$ cat src/design/idmd_pkg.sv
// Shared constants, request codes, sequencer states and divider request type.
package idmd_pkg;

  localparam int MAX_CONTROLS_DEF = 16;
  localparam int MAX_VERTICES_DEF = 256;
  localparam int FRAC_BITS_DEF    = 16;

  localparam int RAW_SHIFT = 58;
  localparam int QW        = RAW_SHIFT + 1;
  localparam int DW        = 64;
  localparam int STEPW     = 6;
  localparam int PAW       = 3;

  localparam logic [1:0] REQ_LOAD_REST = 2'd0;
  localparam logic [1:0] REQ_LOAD_DEF  = 2'd1;
  localparam logic [1:0] REQ_SETUP     = 2'd2;
  localparam logic [1:0] REQ_EVAL      = 2'd3;

  localparam logic       REG_ACTIVE    = 1'b0;
  localparam logic [4:0] ACTIVE_RESET  = 5'd16;

  typedef struct packed {
    logic             start;
    logic [STEPW-1:0] steps;
    logic [DW-1:0]    init_rem;
    logic [DW-1:0]    divisor;
  } div_req_t;

  typedef enum logic [12:0] {
    S_IDLE     = 13'b0000000000001,
    S_LOAD     = 13'b0000000000010,
    S_SU_RD    = 13'b0000000000100,
    S_SU_DIF   = 13'b0000000001000,
    S_SU_MUL   = 13'b0000000010000,
    S_SU_ACC   = 13'b0000000100000,
    S_SU_CHK   = 13'b0000001000000,
    S_SU_DIV   = 13'b0000010000000,
    S_NM_START = 13'b0000100000000,
    S_NM_DIV   = 13'b0001000000000,
    S_EV_RD    = 13'b0010000000000,
    S_EV_MUL   = 13'b0100000000000,
    S_EV_ACC   = 13'b1000000000000
  } state_t;

endpackage

$ cat src/design/idmd_div.sv
// Shared restoring divider, one quotient bit per cycle.
module idmd_div (
  input  logic                  clk,
  input  logic                  rst_n,
  input  idmd_pkg::div_req_t    req,
  output logic                  done,
  output logic [idmd_pkg::QW-1:0] quo
);
  import idmd_pkg::*;

  logic             busy_r;
  logic             done_r;
  logic             first_r;
  logic [STEPW-1:0] cnt_r;
  logic [DW-1:0]    rem_r;
  logic [DW-1:0]    div_r;
  logic [QW-1:0]    quo_r;
  logic [DW:0]      sh;
  logic [DW:0]      dif;
  logic             ge;

  assign sh   = first_r ? {1'b0, rem_r} : {rem_r, 1'b0};
  assign dif  = sh - {1'b0, div_r};
  assign ge   = sh >= {1'b0, div_r};
  assign done = done_r;
  assign quo  = quo_r;

  always_ff @(posedge clk) begin
    if (!rst_n) begin
      busy_r <= 1'b0;
      done_r <= 1'b0;
      cnt_r  <= '0;
    end else begin
      done_r <= 1'b0;
      if (req.start) begin
        busy_r <= 1'b1;
        cnt_r  <= req.steps;
      end else if (busy_r) begin
        if (cnt_r == '0) begin
          busy_r <= 1'b0;
          done_r <= 1'b1;
        end else begin
          cnt_r <= cnt_r - 1'b1;
        end
      end
    end
  end

  always_ff @(posedge clk) begin
    if (req.start) begin
      first_r <= 1'b1;
      rem_r   <= req.init_rem;
      div_r   <= req.divisor;
      quo_r   <= '0;
    end else if (busy_r) begin
      first_r <= 1'b0;
      rem_r   <= ge ? dif[DW-1:0] : sh[DW-1:0];
      quo_r   <= {quo_r[QW-2:0], ge};
    end
  end

endmodule

$ cat config.mk
export PLATFORM = sky130hd
export DESIGN_NAME = idmd_div
export DESIGN_NICKNAME = d
export VERILOG_FILES = /design/src/design/idmd_pkg.sv /design/src/design/idmd_div.sv
export SDC_FILE = /design/constraint.sdc
export NUM_CORES = 1
export LEC_CHECK = 0
export ABC_CLOCK_PERIOD_IN_PS = 4500
export BUFFER_PORTS_ARGS = -buffer_cell sky130_fd_sc_hd__buf_2
export CAP_MARGIN = 20
export CORE_ASPECT_RATIO = 1.2
export CORE_UTILIZATION = 35
export DETAILED_ROUTE_END_ITERATION = 12
export HOLD_SLACK_MARGIN = 0.08
export PLACE_DENSITY = 0.59
export SLEW_MARGIN = 0
export SYNTH_ARGS = -nofsm -noshare
export SYNTH_HDL_FRONTEND = slang
export SYNTH_SLANG_ARGS = --single-unit
export TNS_END_PERCENT = 20
$ cat constraint.sdc
create_clock -name clk -period 4.5 [get_ports clk]
set_input_delay 0.225 -clock clk [delete_from_list [all_inputs] [get_ports clk]]
set_output_delay 0.225 -clock clk [all_outputs]
set_load 0.01 [all_outputs]
Word-level counts from Yosys, hierarchy flattened
Index checks and enable logic that the tools add are counted.
- $lt $le $gt $ge: 1
- multiplexer cells: 11
- add/subtract/negate cells: 2
- bitwise logic cells: 2
- equal/unequal tests: 1
- reductions and logical operators: 4
- operators with widths (kind ; number):
    $mux W64 ; 3
    $ge A65 B64 Y1 ; 1
    $mux W65 ; 1
    $sub A64 B64 Y64 ; 1
    $mux W6 ; 3
    $logic_not A6 Y1 ; 1
    $sub A6 B1 Y6 const B ; 1
    $mux W1 ; 4
    $reduce_or A3 Y1 ; 1
    $ne A2 B2 Y1 const B ; 1
    $not A1 Y1 ; 2
    $reduce_and A2 Y1 ; 1
    $reduce_bool A2 Y1 ; 1
- word-level logic and storage cells: 28
- output and inout bits: 60
- register bits after elaboration: 196
- input bits: 137

Longest topological paths before layout
- word-level depth: 5
- gate-level depth with buffers: 17
- mapped depth without buffers: 14

Least setup slack after synthesis
Ideal clock, no wire load.
- kind: register to register
- start: register first_r
- end: register rem_r[55] (data pin)
- setup time: 261 ps
- period minus slack after synthesis: 4233 ps
- buffers on the path: 3
- cell stages (with the launch flop): 16
- data arrival time: 3972 ps
- required time: 4239 ps
- path slack: 267 ps
- path through: dfxtp_1 > clkbuf_1 > clkbuf_1 > mux2_2 > ha_1 > buf_2 > nand2_1 > o21a_1 > a2111o_1 > a21boi_1 > a211o_4 > o311ai_4 > a41o_2 > a21oi_1 > xnor2_1 > a221o_1
- longest elaborated chain between the ends: 5
- elaborated cells on any way between the ends: 6
- those cells by class: add/sub: 1; order compare: 1; mux: 4
- RTL lines (item ; RTL line ; source):
    from (decl) ; idmd_div.sv:13 ; logic first_r;
    from (signal assigned) ; idmd_div.sv:51 ; first_r <= 1'b1;
    from (signal assigned) ; idmd_div.sv:56 ; first_r <= 1'b0;
    $mux W65 * ; idmd_div.sv:22 ; assign sh = first_r ? {1'b0, rem_r} : {rem_r, 1'b0};
    $sub A64 B64 Y64 or $ge A65 B64 Y1 (tied branches) ; idmd_div.sv:23, idmd_div.sv:24 ;
    $mux W64 * ; idmd_div.sv:57 ; rem_r <= ge ? dif[DW-1:0] : sh[DW-1:0];
    $mux W64 * ; idmd_div.sv:55 ; end else if (busy_r) begin
    $mux W64 * ; idmd_div.sv:50 ; if (req.start) begin
    to (signal assigned) ; idmd_div.sv:52 ; rem_r <= req.init_rem;
    to (signal assigned) ; idmd_div.sv:57 ;
    to (decl) ; idmd_div.sv:15 ; logic [DW-1:0] rem_r;
Mark *: on every way between the ends. The rest lies on a longest branch, timed or not. The select of a mux whose other input is x is not followed.
A chain may end at the register's enable or synchronous reset.

Worst setup path in the final report
- start: register first_r
- end: register rem_r[56] (data pin)
Same word-level chain as after synthesis.

==> key figures <==
Power and ir drop
  • Internal Power: around 4.6 mW
  • Clock power frac: 21.4%
  • Power Dens Cells: roughly 480 nW/µm²
  • Switching part of the total power: 38.6%
  • P_sw: just under 3 mW
  • Seq pwr share: 30.5%
  • Logic pwr share: 48.1%
  • Leakage power: 6.76 nW
  • VDD IR max: between 300 and 400 µV

Logic synthesis
  • Top FF cell, synth: edfxtp_1
  • Syn Std Cell Area: 12,500 µm²
  • Area leader, netlist: edfxtp_1
  • Synth top area share: between 30% and 40%
  • Post-synthesis sequential area ratio: a little over two fifths
  • Mapped Nets: 1,509
  • Count leader, synth: a21oi_1
  • Post-synth cell types: 73
  • Syn Inst Count: 1,305
  • Most frequent cells after synthesis: a21oi_1, edfxtp_1, nand2_1, nor2_1, inv_1
  • Warnings from Yosys: 0
  • Synth Register Bits: 196
  • EDFF count, synth: 128
  • Main area contributors after synthesis: edfxtp_1, dfxtp_1, ha_1
  • Syn_area_per_cell: around 9.6 µm²
  • Fraction of registers with async set/reset: 0%

Place
  • I/O Buffers: 196
  • HPWL after DPL: 26.3 mm
  • Placer Congestion: around 0.87
  • Dpl cells: 1,934

Global routing
  • First-pass GRT wire length: 57.9 mm
  • Largest net degree at the start of global routing: 129
  • Overflow after GRT: 0
  • All-Layer GR Usage: ~20%
  • Antenna violations before repair: 2
  • Number of global-route vias before repair: approximately 11,000

Hold path
  • WHS Endpoint: rem_r[46]$_DFFE_PP_
  • Hold_sp: req[110]
  • WHS Path Cells: 2
  • Min-Delay Path Class: primary input to flip-flop

Layout
  • Final non-filler cell total: roughly 2,100
  • Multi-input gate area: 6670 µm²
  • Area Overhead vs Synth: 26.6%
  • Fillers: 3,400
  • Fraction of layout cells with a size suffix above 1: 22.2%
  • Fin nets: 1,797
  • Final design utilization: 45.1%
  • FF+latch area: 5210 µm²

Job
  • Max cap viols: 0

STA
  • Hold Vio Cnt, Final: 0
  • Fin crit period: 4.20 ns
  • # setup viols final: 0
  • RSZ-0062 raised after global routing: false
  • Period utilization: 93.4%
  • Setup TNS: 0 ns
  • Hold Slack: 0.0972 ns
  • Pins Over Slew Limit: 0
  • Fmax: 238 MHz
  • Max transition margin: 35.2%
  • Worst Max-Slew Pin Slew: 0.972 ns
  • Worst Skew: 0.0143 ns

CTS
  • H-tree lvl count: 4
  • Post-CTS Setup Bufs: 0
  • CTS tree: done
  • CTS Buf Count: 17
  • Bufs on Longest Clock Path: 2
  • Clock slew at reported path FFs: ~0.070 ns
  • TritonCTS Sinks: 196
  • Root Driver: clkbuf_16
  • Skew-Pair Late Insertion Delay: 0.47 ns

Route
  • First drt pass iteration count: 5
  • Initial DRC Count: 510
  • Via count: 10,724
  • Antenna Violating Nets Remaining: 0
  • Routed length per instance: 17.3 µm
  • Post-DR vias/cell: around 5.2
  • Drt drc: 0
  • Drt total wl: 35.7 mm

Worst setup path
  • R2R cell count: 14
  • Cells along the critical path: buf_4 -> mux2_2 -> ha_1 -> nand2_1 -> nor2_1 -> nand3_1 -> nor4_1 -> nand4_1 -> nand2_1 -> a21oi_1 -> and2_2 -> buf_4 -> and3_1 -> a221o_1
  • CP required: 4.72 ns
  • Critical path startpoint: first_r$_SDFFE_PP1P_
  • Worst R2R Setup Slack: 0.30 ns
  • Worst Setup End Kind: flip-flop
  • Buf+Inv Stages, Crit Path: 2
  • Worst EP arrival: 4.42 ns
  • Worst R2R End: rem_r[56]$_DFFE_PP_
  • Worst setup path class: flip-flop to flip-flop
  • Slowest CP cell: dfxtp_4
  • Worst-path maximum fanout: 21
  • Startpoint types: flip-flop
  • Critical R2R Launch: first_r$_SDFFE_PP1P_
  • Slowest Stage Delay on Critical Path: 0.53 ns
  • CP top delay family: simple AND/OR/NAND/NOR gates

Die
  • Std cell rows: 75
  • Die Wd: roughly 170 µm
  • I/O Pins: 197
  • Initial Utilization: a little over a third
  • Die height: about 210 µm
  • CORE AREA: 35,000 µm²
  • DIE AREA: 36,400 µm²

Run status
  • Status: finished, final reports clean
flip-flops by register name, summed over array words and instances (netlist names):
register and cells:
div_r 64, rem_r 64, quo 59, cnt_r 6, busy_r 1, done 1
first_r 1
through the flow:
| step | total power, mW | instance area (µm²) | setup WS, ns |
|---|---|---|---|
| 2_1_floorplan | 4.85 | 12500 | 0.267 |
| 3_3_place_gp | 5.87 | 14200 | 0.165 |
| 3_5_place_dp | 5.89 | 14200 | 0.133 |
| 4_1_cts | 7.62 | 15800 | 0.122 |
| 5_1_grt | 8.07 | 15800 | 0.0220 |
| 6_report | 7.56 | 15800 | 0.297 |
area by class of cell:
class	count	area share [%]
clock buffers	17	2.69
multi-input cells	953	42.2
well taps	462	3.66
flip-flops and latches	196	33.0
inverters	83	1.97
diodes	2	0.0317
clock inverters	15	1.11
repair buffers	342	15.3
power by group through the flow:
stage | registers (mW) | clock network, mW | logic, mW
floorplan | 2.29 | 0 | 2.56
global placement | 2.34 | 0 | 3.52
detailed placement | 2.35 | 0 | 3.55
CTS | 2.31 | 1.67 | 3.63
global route | 2.34 | 1.72 | 4.02
finish | 2.31 | 1.62 | 3.63
worst max-delay path by stage:
stage          depth (start not counted)             endpoint  slack [ns]
6_report                              14  rem_r[56]$_DFFE_PP_        0.30
5_1_grt                               15  rem_r[42]$_DFFE_PP_        0.02
4_1_cts                               14  rem_r[56]$_DFFE_PP_        0.12
3_5_place_dp                          14  rem_r[55]$_DFFE_PP_        0.13
3_3_place_gp                          14  rem_r[56]$_DFFE_PP_        0.16
2_1_floorplan                         15  rem_r[55]$_DFFE_PP_        0.27
repair_timing:
action	4_1_cts	5_1_grt
gates resized for setup	0	1
hold buffers	102	0
endpoints found under the hold margin	102	0
setup endpoints to repair	0	57
cells in the final DEF (no fill, tap or decap), types with 38 or more instances in the layout:
cell type      netlist  layout
mux2_2              64      64
dlygate4sd3_1        0     102
dfxtp_1             68      66
xnor2_1             40      40
a2bb2oi_1           52      52
o21ai_0             50      50
nand2_1            128     126
inv_1               82      82
a21oi_1            132     132
ha_1                66      66
edfxtp_1           128     128
buf_4                4      38
nor2_1             107     107
mux2i_1             62      62
buf_2                7     195
cell families (layout without fill, tap and decap cells):
family	after synthesis	after routing	synth area share, %
AND/OR/NAND/NOR	345	345	12.4
buffers and inverters	156	457	4.89
adder cells (fa/ha/maj)	67	67	6.78
other	0	2	0
XOR/XNOR	61	61	4.28
flip-flops	196	196	41.7
multiplexers	126	126	10.8
AO/OA/AOI/OAI	354	354	19.1
metal layers:
layer | global-route usage [%] | vias to the layer above | share of wire (%)
li1 | - | 5334 | -
met1 | 24.0 | 5094 | 43
met2 | 35.2 | 257 | 50
met3 | 4.71 | 39 | 4.9
met4 | 5.47 | 0 | 1.6
met5 | 0 | - | 0
Power figures use the tool's default switching activity.
